--- config.mk ---
export PLATFORM = sky130hd
export DESIGN_NAME = box_grid_tetra_cell_generator_core
export DESIGN_NICKNAME = d
export VERILOG_FILES = /design/src/sv/bgtc_pkg.sv /design/src/sv/bgtc_divider.sv /design/src/sv/bgtc_emitter.sv /design/src/sv/box_grid_tetra_cell_generator_core.sv
export SDC_FILE = /design/constraint.sdc
export NUM_CORES = 2
export LEC_CHECK = 0
export ABC_AREA = 0
export BUFFER_PORTS_ARGS = -buffer_cell sky130_fd_sc_hd__buf_2
export CORE_ASPECT_RATIO = 1.2
export CORE_MARGIN = 3
export CORE_UTILIZATION = 35
export CTS_BUF_LIST = sky130_fd_sc_hd__clkbuf_8
export DETAILED_ROUTE_END_ITERATION = 16
export PLACE_DENSITY_LB_ADDON = 0.08
export SLEW_MARGIN = 20
export SYNTH_ARGS = -nofsm -noshare
export SYNTH_HDL_FRONTEND = slang
export SYNTH_SLANG_ARGS = --single-unit
--- constraint.sdc ---
create_clock -name clk -period 29.6 [get_ports clk]
set_input_delay 1.48 -clock clk [delete_from_list [all_inputs] [get_ports clk]]
set_output_delay 1.48 -clock clk [all_outputs]
set_load 0.02 [all_outputs]
--- src/sv/bgtc_pkg.sv ---
// Shared types, constants and corner table for the box grid tetra cell generator.
package bgtc_pkg;

  localparam int MAX_CELLS_PER_AXIS = 256;
  localparam int AXIS_W    = 9;
  localparam int CUBE_W    = 24;
  localparam int CORNER_W  = 25;
  localparam int CELL_W    = 27;
  localparam int ROW_W     = 10;
  localparam int PLANE_W   = 17;
  localparam int OFF_W     = 18;
  localparam int DIV_STEPS = 4;
  localparam int DIV_STAGES = CUBE_W / DIV_STEPS;
  localparam int TETS      = 6;

  localparam logic [1:0] REG_CELLS_X = 2'd0;
  localparam logic [1:0] REG_CELLS_Y = 2'd1;
  localparam logic [1:0] REG_CELLS_Z = 2'd2;

  typedef struct packed {
    logic [CUBE_W-1:0] cube;
    logic [AXIS_W-1:0] rem_x;
  } side_t;

  typedef struct packed {
    logic [CORNER_W-1:0] base;
    logic [CELL_W-1:0]   cell6;
    logic                err;
  } item_t;

  typedef logic [7:0][OFF_W-1:0] off_tab_t;

  // Corner code of vertex j of tetrahedron k: bit0 +x, bit1 +y, bit2 +z.
  function automatic logic [2:0] tet_code(input logic [2:0] k, input logic [1:0] j);
    logic [11:0] row;
    case (k)
      3'd0:    row = {3'd0, 3'd1, 3'd3, 3'd7};
      3'd1:    row = {3'd0, 3'd1, 3'd7, 3'd5};
      3'd2:    row = {3'd0, 3'd5, 3'd7, 3'd4};
      3'd3:    row = {3'd0, 3'd3, 3'd2, 3'd7};
      3'd4:    row = {3'd0, 3'd6, 3'd4, 3'd7};
      3'd5:    row = {3'd0, 3'd2, 3'd6, 3'd7};
      default: row = 12'd0;
    endcase
    case (j)
      2'd0:    return row[11:9];
      2'd1:    return row[8:6];
      2'd2:    return row[5:3];
      default: return row[2:0];
    endcase
  endfunction

endpackage

--- src/sv/bgtc_divider.sv ---
// Pipelined restoring divider, four quotient bits per stage, with sideband.
module bgtc_divider import bgtc_pkg::*; (
  input  logic              clk,
  input  logic              rst_n,
  input  logic              adv,
  input  logic              in_v,
  input  logic [CUBE_W-1:0] in_dividend,
  input  logic [AXIS_W-1:0] divisor,
  input  side_t             in_side,
  output logic              out_v,
  output logic [CUBE_W-1:0] out_quot,
  output logic [AXIS_W-1:0] out_rem,
  output side_t             out_side
);

  logic              v_r [DIV_STAGES];
  logic [CUBE_W-1:0] n_r [DIV_STAGES];
  logic [CUBE_W-1:0] q_r [DIV_STAGES];
  logic [AXIS_W-1:0] r_r [DIV_STAGES];
  side_t             s_r [DIV_STAGES];

  logic              v_nxt [DIV_STAGES];
  logic [CUBE_W-1:0] n_nxt [DIV_STAGES];
  logic [CUBE_W-1:0] q_nxt [DIV_STAGES];
  logic [AXIS_W-1:0] r_nxt [DIV_STAGES];
  side_t             s_nxt [DIV_STAGES];

  always_comb begin
    logic [CUBE_W-1:0] n;
    logic [CUBE_W-1:0] q;
    logic [AXIS_W-1:0] r;
    logic [AXIS_W:0]   tmp;
    for (int s = 0; s < DIV_STAGES; s++) begin
      if (s == 0) begin
        n = in_dividend;
        q = '0;
        r = '0;
        v_nxt[s] = in_v;
        s_nxt[s] = in_side;
      end else begin
        n = n_r[s-1];
        q = q_r[s-1];
        r = r_r[s-1];
        v_nxt[s] = v_r[s-1];
        s_nxt[s] = s_r[s-1];
      end
      for (int i = 0; i < DIV_STEPS; i++) begin
        tmp = {r, n[CUBE_W-1]};
        n = {n[CUBE_W-2:0], 1'b0};
        if (tmp >= {1'b0, divisor}) begin
          tmp = tmp - {1'b0, divisor};
          q = {q[CUBE_W-2:0], 1'b1};
        end else begin
          q = {q[CUBE_W-2:0], 1'b0};
        end
        r = tmp[AXIS_W-1:0];
      end
      n_nxt[s] = n;
      q_nxt[s] = q;
      r_nxt[s] = r;
    end
  end

  always_ff @(posedge clk) begin
    if (!rst_n) begin
      for (int s = 0; s < DIV_STAGES; s++) v_r[s] <= 1'b0;
    end else if (adv) begin
      for (int s = 0; s < DIV_STAGES; s++) v_r[s] <= v_nxt[s];
    end
  end

  always_ff @(posedge clk) begin
    if (adv) begin
      for (int s = 0; s < DIV_STAGES; s++) begin
        n_r[s] <= n_nxt[s];
        q_r[s] <= q_nxt[s];
        r_r[s] <= r_nxt[s];
        s_r[s] <= s_nxt[s];
      end
    end
  end

  assign out_v    = v_r[DIV_STAGES-1];
  assign out_quot = q_r[DIV_STAGES-1];
  assign out_rem  = r_r[DIV_STAGES-1];
  assign out_side = s_r[DIV_STAGES-1];

endmodule

--- src/sv/bgtc_emitter.sv ---
// Output stage: holds one cube and hands out its six tetrahedra in turn, or one error result.
module bgtc_emitter import bgtc_pkg::*; (
  input  logic                clk,
  input  logic                rst_n,
  input  logic                in_v,
  input  item_t               in_item,
  input  off_tab_t            off_tab,
  output logic                adv,
  input  logic                out_stall,
  output logic                out_valid,
  output logic [CORNER_W-1:0] out_corner_a,
  output logic [CORNER_W-1:0] out_corner_b,
  output logic [CORNER_W-1:0] out_corner_c,
  output logic [CORNER_W-1:0] out_corner_d,
  output logic [CELL_W-1:0]   out_cell_number,
  output logic                out_last_of_run,
  output logic                out_range_error
);

  logic        busy_r;
  item_t       item_r;
  logic [2:0]  k_r;
  logic [2:0]  k_nxt;
  logic        last;

  assign last = item_r.err || (k_r == 3'(TETS - 1));
  assign adv  = !busy_r || (!out_stall && last);

  always_comb begin
    k_nxt = k_r;
    if (adv) k_nxt = '0;
    else if (!out_stall) k_nxt = k_r + 3'd1;
  end

  always_ff @(posedge clk) begin
    if (!rst_n) begin
      busy_r <= 1'b0;
      k_r    <= '0;
    end else begin
      if (adv) busy_r <= in_v;
      k_r <= k_nxt;
    end
  end

  always_ff @(posedge clk) begin
    if (adv) item_r <= in_item;
  end

  function automatic logic [CORNER_W-1:0] corner(input logic [CORNER_W-1:0] base,
                                                  input logic [OFF_W-1:0] off);
    return base + CORNER_W'(off);
  endfunction

  always_comb begin
    out_valid       = busy_r;
    out_last_of_run = last;
    out_range_error = item_r.err;
    if (item_r.err) begin
      out_corner_a    = '0;
      out_corner_b    = '0;
      out_corner_c    = '0;
      out_corner_d    = '0;
      out_cell_number = '0;
    end else begin
      out_corner_a    = corner(item_r.base, off_tab[tet_code(k_r, 2'd0)]);
      out_corner_b    = corner(item_r.base, off_tab[tet_code(k_r, 2'd1)]);
      out_corner_c    = corner(item_r.base, off_tab[tet_code(k_r, 2'd2)]);
      out_corner_d    = corner(item_r.base, off_tab[tet_code(k_r, 2'd3)]);
      out_cell_number = item_r.cell6 + CELL_W'(k_r);
    end
  end

endmodule

--- src/sv/box_grid_tetra_cell_generator_core.sv ---
// Top level of the box grid tetra cell generator: config, index split and vertex math.
//
// Use: push one cube number per request on the in_ channel (in_valid, in_stall).
// The block splits it into x, y, z cell coordinates (x fastest), forms the
// cube's lowest vertex number on the (cx+1)(cy+1)(cz+1) lattice and emits six
// tetrahedra on the out_ channel, one per cycle while out_stall is low, the sixth marked last_of_run.
// A cube number outside the grid gives one result with range_error and
// last_of_run set and all other fields zero.
// Config: write cells_x / cells_y / cells_z through cfg_ (index 0..2, ready is
// always high) only while the block is idle; values above 256 saturate.
// Pipeline: two 6-stage dividers, one multiply stage and one add stage, then
// 6 results back to back from the emitter while out_stall is low (one for an out-of-grid cube).
// Throughput is set by the single-result output port, which hands out a cube's
// results in turn. Requests are taken while earlier cubes are still in the dividers.
// Stall: when out_stall holds the result, the whole pipeline freezes and
// in_stall rises; nothing is dropped or repeated.
// Reset (synchronous, rst_n low): all pipeline valids clear, axis registers
// return to 1. Derived offsets follow a config write through row_r, plane_r and off_r.
module box_grid_tetra_cell_generator_core import bgtc_pkg::*; (
  input  logic                clk,
  input  logic                rst_n,
  input  logic                cfg_valid,
  output logic                cfg_ready,
  input  logic [1:0]          cfg_index,
  input  logic [AXIS_W-1:0]   cfg_data,
  input  logic                in_valid,
  output logic                in_stall,
  input  logic [CUBE_W-1:0]   in_cube_number,
  output logic                out_valid,
  input  logic                out_stall,
  output logic [CORNER_W-1:0] out_corner_a,
  output logic [CORNER_W-1:0] out_corner_b,
  output logic [CORNER_W-1:0] out_corner_c,
  output logic [CORNER_W-1:0] out_corner_d,
  output logic [CELL_W-1:0]   out_cell_number,
  output logic                out_last_of_run,
  output logic                out_range_error
);

  logic [AXIS_W-1:0] cx_r, cy_r, cz_r;
  logic [AXIS_W-1:0] cfg_sat;
  logic [ROW_W-1:0]  row_r;
  logic [PLANE_W-1:0] plane_r;
  off_tab_t          off_r;
  off_tab_t          off_nxt;
  logic              adv;

  // Config write: saturate to the axis maximum.
  assign cfg_ready = 1'b1;
  assign cfg_sat = (cfg_data > AXIS_W'(MAX_CELLS_PER_AXIS)) ?
                   AXIS_W'(MAX_CELLS_PER_AXIS) : cfg_data;

  always_ff @(posedge clk) begin
    if (!rst_n) begin
      cx_r <= AXIS_W'(1);
      cy_r <= AXIS_W'(1);
      cz_r <= AXIS_W'(1);
    end else if (cfg_valid && cfg_ready) begin
      case (cfg_index)
        REG_CELLS_X: cx_r <= cfg_sat;
        REG_CELLS_Y: cy_r <= cfg_sat;
        REG_CELLS_Z: cz_r <= cfg_sat;
        default: ;
      endcase
    end
  end

  // Lattice strides and corner offsets follow the axis registers.
  always_comb begin
    for (int c = 0; c < 8; c++) begin
      off_nxt[c] = OFF_W'(c & 1)
                 + (((c & 2) != 0) ? OFF_W'(row_r) : '0)
                 + (((c & 4) != 0) ? OFF_W'(plane_r) : '0);
    end
  end

  always_ff @(posedge clk) begin
    row_r   <= ROW_W'(cx_r) + ROW_W'(1);
    plane_r <= PLANE_W'(row_r) * (PLANE_W'(cy_r) + PLANE_W'(1));
    off_r   <= off_nxt;
  end

  assign in_stall = !adv;

  // First split: cube / cells_x gives ix and the row number.
  logic              d1_v;
  logic [CUBE_W-1:0] d1_q;
  logic [AXIS_W-1:0] d1_r;
  side_t             d1_s;
  side_t             in_side;

  assign in_side.cube  = in_cube_number;
  assign in_side.rem_x = '0;

  bgtc_divider u_div_x (
    .clk(clk), .rst_n(rst_n), .adv(adv),
    .in_v(in_valid), .in_dividend(in_cube_number), .divisor(cx_r), .in_side(in_side),
    .out_v(d1_v), .out_quot(d1_q), .out_rem(d1_r), .out_side(d1_s)
  );

  // Second split: row / cells_y gives iy and iz.
  side_t             d2_in_side;
  logic              d2_v;
  logic [CUBE_W-1:0] d2_q;
  logic [AXIS_W-1:0] d2_r;
  side_t             d2_s;

  assign d2_in_side.cube  = d1_s.cube;
  assign d2_in_side.rem_x = d1_r;

  bgtc_divider u_div_y (
    .clk(clk), .rst_n(rst_n), .adv(adv),
    .in_v(d1_v), .in_dividend(d1_q), .divisor(cy_r), .in_side(d2_in_side),
    .out_v(d2_v), .out_quot(d2_q), .out_rem(d2_r), .out_side(d2_s)
  );

  // Multiply stage: z and y strides. Out of grid when iz reaches cells_z or any axis is zero.
  logic                      m_v_r;
  logic [AXIS_W+PLANE_W-1:0] m_a_r;
  logic [AXIS_W+ROW_W-1:0]   m_b_r;
  logic [AXIS_W-1:0]         m_ix_r;
  logic [CUBE_W-1:0]         m_cube_r;
  logic                      m_err_r;
  logic                      m_err_nxt;

  assign m_err_nxt = (cx_r == '0) || (cy_r == '0) || (cz_r == '0) ||
                     (d2_q >= CUBE_W'(cz_r));

  // Add stage: lowest vertex and six times the cube number.
  logic   a_v_r;
  item_t  a_item_r;

  always_ff @(posedge clk) begin
    if (!rst_n) begin
      m_v_r <= 1'b0;
      a_v_r <= 1'b0;
    end else if (adv) begin
      m_v_r <= d2_v;
      a_v_r <= m_v_r;
    end
  end

  always_ff @(posedge clk) begin
    if (adv) begin
      m_a_r    <= d2_q[AXIS_W-1:0] * plane_r;
      m_b_r    <= d2_r * row_r;
      m_ix_r   <= d2_s.rem_x;
      m_cube_r <= d2_s.cube;
      m_err_r  <= m_err_nxt;
      a_item_r.base  <= CORNER_W'(m_a_r) + CORNER_W'(m_b_r) + CORNER_W'(m_ix_r);
      a_item_r.cell6 <= (CELL_W'(m_cube_r) << 2) + (CELL_W'(m_cube_r) << 1);
      a_item_r.err   <= m_err_r;
    end
  end

  bgtc_emitter u_emit (
    .clk(clk), .rst_n(rst_n),
    .in_v(a_v_r), .in_item(a_item_r), .off_tab(off_r), .adv(adv),
    .out_stall(out_stall), .out_valid(out_valid),
    .out_corner_a(out_corner_a), .out_corner_b(out_corner_b),
    .out_corner_c(out_corner_c), .out_corner_d(out_corner_d),
    .out_cell_number(out_cell_number), .out_last_of_run(out_last_of_run),
    .out_range_error(out_range_error)
  );

  // An error result always closes its run.
  a_err_last: assert property (@(posedge clk) disable iff (!rst_n)
    out_valid && out_range_error |-> out_last_of_run)
    else $error("range error result without last_of_run");

  // Within a run, tetrahedron numbers advance by one.
  a_cell_step: assert property (@(posedge clk) disable iff (!rst_n)
    out_valid && !out_stall && !out_last_of_run |=>
      out_valid && (out_cell_number == $past(out_cell_number) + CELL_W'(1)))
    else $error("cell number did not advance within a run");

  // Input back-pressure only while a result is pending.
  a_stall_busy: assert property (@(posedge clk) disable iff (!rst_n)
    in_stall |-> out_valid)
    else $error("input stalled with no pending result");

endmodule

==> flow_metrics.env <==
export IMPL_status="finished clean"
export IMPL_drc_errors=0
export IMPL_cts_tree="done"
export IMPL_required_ns=30.25
export IMPL_area_growth_pct=11.5
export IMPL_grt_pass1_wl_mm=285
export IMPL_min_to="u_div_y.s_r[2][23]"
export IMPL_netlist_cell_type_count=84
export IMPL_htreeDepth=4
export IMPL_drtAntennaViolNets=0
export IMPL_initial_core_util_pct=35.4
export IMPL_synth_net_count=7458
export IMPL_skew_ns=0.0439
export IMPL_ff2ff_setup_slack_ns=19.26
export IMPL_gp_congestion=0.841
export IMPL_cp_max_fo=22
export IMPL_hold_depth=0
export IMPL_fillers=19422
export IMPL_cts_max_path_buffers=3
export IMPL_cp_slowest_cell="a21oi_1"
export IMPL_grt_ovfl_total=0
export IMPL_wire_per_inst_um=19.3
export IMPL_min_period_over_period_pct=34.9
export IMPL_cts_repair_resize_count=0
export IMPL_syn_area_um2=70500
export IMPL_via_count=47958
export IMPL_antenna_found_initial=6
export IMPL_path_clk_slew_ns=0.06
export IMPL_post_cts_buffers=0
export IMPL_avgSynthCellArea_um2=11.0
export IMPL_critPathKind="flop to flop"
export IMPL_hold_buffers=0
export IMPL_gr_usage_all_layers_pct=17.6
export IMPL_grt_pass1_vias=49821
export IMPL_drive_above_1_share_pct=11.7
export IMPL_fin_crit_ns=10.34
export IMPL_root_buffer="clkbuf_8"
export IMPL_row_count=179
export IMPL_cts_buffers=176
export IMPL_drt_first_iter_violations=2254
export IMPL_hp_start="u_div_y.s_r[1][23]"
export IMPL_worstSkewPairLatency_ns=0.94
export IMPL_clock_sinks=1024
export IMPL_ios=172
export IMPL_finalWirelength_mm=183
export IMPL_timing_setup_tns_ns=0
export IMPL_max_stage_delay_ns=0.73
export IMPL_hold_violations=0
export IMPL_syn_inst=6440
export IMPL_yosys_warnings=0
export IMPL_portBuffers=170
export IMPL_regToRegStartpoint="cy_r[1]"
export IMPL_crit_path_end_kind="flop"
export IMPL_cap_viol_max_count=0
export IMPL_timing_fmax_mhz=96.7
export IMPL_dr_pass1_iters=5
export IMPL_tightest_slew_ns=1.19
export IMPL_synth_edff_count=867
export IMPL_yosys_register_bits=1024
export IMPL_start_kind="flop"
export IMPL_synth_yosys_seq_area_share_pct=41.4
export IMPL_rsz0062_at_grt="no"
export IMPL_reg2reg_depth=36
export IMPL_routed_via_density=5.04
export IMPL_async_reset_ff_share_pct=0
export IMPL_setup_viol=0
export IMPL_die_w_um=416
export IMPL_cp_common_cell="a21oi_1"
export IMPL_crit_arrival_ns=10.99
export IMPL_grt_max_degree=204
export IMPL_die_area_um2=207000
export IMPL_coreArea_um2=199000
export IMPL_maxSlewHeadroom_pct=20.1
export IMPL_hp_class="flop to flop"
export IMPL_fin_nets=7760
export IMPL_fp_dieH_um=498
export IMPL_synthFlopType="edfxtp_1"
export IMPL_hpwlAfterDp_mm=138
export IMPL_drv_slew=0
export IMPL_rr_endpoint="u_div_y.r_r[3][1]"
==> synthesized netlist by cell type (157+ instances only) <==
| library cell | n | area (um^2) |
|---|---|---|
| edfxtp_1 | 867 | 26000 |
| dfxtp_1 | 157 | 3140 |
| mux2_2 | 217 | 2440 |
| a21o_1 | 158 | 1190 |
| xor2_1 | 189 | 1660 |
| o21ai_0 | 278 | 1390 |
| and2_1 | 159 | 995 |
| xnor2_1 | 305 | 2670 |
| nor2_1 | 412 | 1550 |
| inv_1 | 487 | 1830 |
| nand2_1 | 521 | 1960 |
| ha_1 | 693 | 8670 |
| a21oi_1 | 356 | 1780 |
| fa_1 | 285 | 5710 |
==> state kept, by name, indices dropped and copies added, names as in the netlist, 3 cells and up <==
register and flops:
a_item_r 52, cx_r 9, cy_r 9, cz_r 9, m_a_r 25, m_b_r 19
m_cube_r 24, m_ix_r 9, off_r 92, plane_r 17, row_r 10, u_div_x.n_r 55
u_div_x.q_r 84, u_div_x.r_r 54, u_div_x.s_r 89, u_div_x.v_r 6, u_div_y.n_r 60, u_div_y.q_r 84
u_div_y.r_r 54, u_div_y.s_r 198, u_div_y.v_r 6, u_emit.item_r 51, u_emit.k_r 3
==> worst max-delay path: cells and delay by family, from the launching register on <==
family | cells | cell delay [ns]
AOI/OAI and AO/OA | 16 | 4.80
adders and majority gates | 4 | 1.62
and+or+nand+nor | 10 | 1.41
muxes | 3 | 1.03
buffers and inverters | 3 | 0.84
DFF | 1 | 0.34
==> cell type report <==
class | count | area [um^2] | area share (%)
clock inverter | 149 | 1310 | 1.66
sequential | 1024 | 29200 | 37.1
multi-input combinational | 4791 | 39000 | 49.6
antenna | 5 | 12.5 | 0.0159
clock buffer | 179 | 2460 | 3.13
timing repair buffer | 259 | 1540 | 1.96
inverter | 490 | 1840 | 2.34
tap | 2624 | 3280 | 4.17
==> cell families (layout without fill, tap and decap cells) <==
kind of cell               Yosys count  in the layout  synth area share, %
other                                1              6              0.00532
and+or+nand+nor                   1760           1760                 12.1
DFF                               1024           1024                 41.4
buffers and inverters              625           1077                 3.35
adders and majority gates          978            978                 20.4
muxes                              350            350                 5.83
AOI/OAI and AO/OA                 1208           1208                 10.8
xor gates and xnor gates           494            494                 6.13
==> stage by stage <==
stage	instance area (um^2)	setup WS (ns)	utilization (%)	hold slack, ns	std cells
after floorplan	70500	2.46	-	0.329	6440
after global placement	74900	19.19	37.6	0.400	9188
after detailed placement	74900	19.33	37.6	0.405	9188
after CTS	78700	19.29	39.5	0.376	9516
after global routing	78700	18.28	39.5	0.382	9520
final	78700	19.26	39.5	0.391	9521
==> cells in the final DEF, fill, tap and decap left out, types with 36 or more instances in the layout <==
cell type  synthesis  routed
clkinv_1           3      45
xor2_1           189     189
buf_4              1      87
nor2_1           412     412
nand4_1           84      84
dfxtp_1          157     153
o21bai_1          60      60
mux2i_1          103     103
nand2_1          521     521
inv_1            487     529
nand2b_1          94      94
nand3_1           91      91
ha_1             693     693
a21boi_0          50      50
o21ai_0          278     277
nor2b_1          155     155
buf_2              6     170
clkbuf_8           0     179
a21oi_1          356     353
a21o_1           158     158
or3_1             36      36
mux2_2           217     217
xnor2_1          305     305
and2_1           159     159
fa_1             285     285
and3_1            38      38
edfxtp_1         867     867
nor3_1            88      88
a211oi_1          39      39
o21a_1            45      45
==> worst max path at each step <==
stage | startpoint | end | slack, ns | cells after the start
final | cy_r[1] | u_div_y.r_r[3][1] | 19.26 | 36
after global routing | cy_r[1] | u_div_y.r_r[3][1] | 18.28 | 36
after CTS | cy_r[1] | u_div_y.r_r[3][1] | 19.29 | 36
after detailed placement | cy_r[1] | u_div_y.r_r[3][7] | 19.33 | 36
after global placement | cx_r[0] | u_div_x.r_r[1][3] | 19.19 | 35
after floorplan | out_stall | u_div_x.v_r[0][0] | 2.46 | 3
==> per-layer routing <==
metal  share of wire, %  GRT usage (%)  up-vias
met2                 52           32.3      749
met5                  0              0        -
li1                   -              -    23661
met3                2.8           2.32      301
met4                4.3           7.45        0
met1                 41           20.3    23247
Power is left out: the tool's default activity adds up to more than one toggle a clock period on the data nets, which glitch-free logic cannot reach.
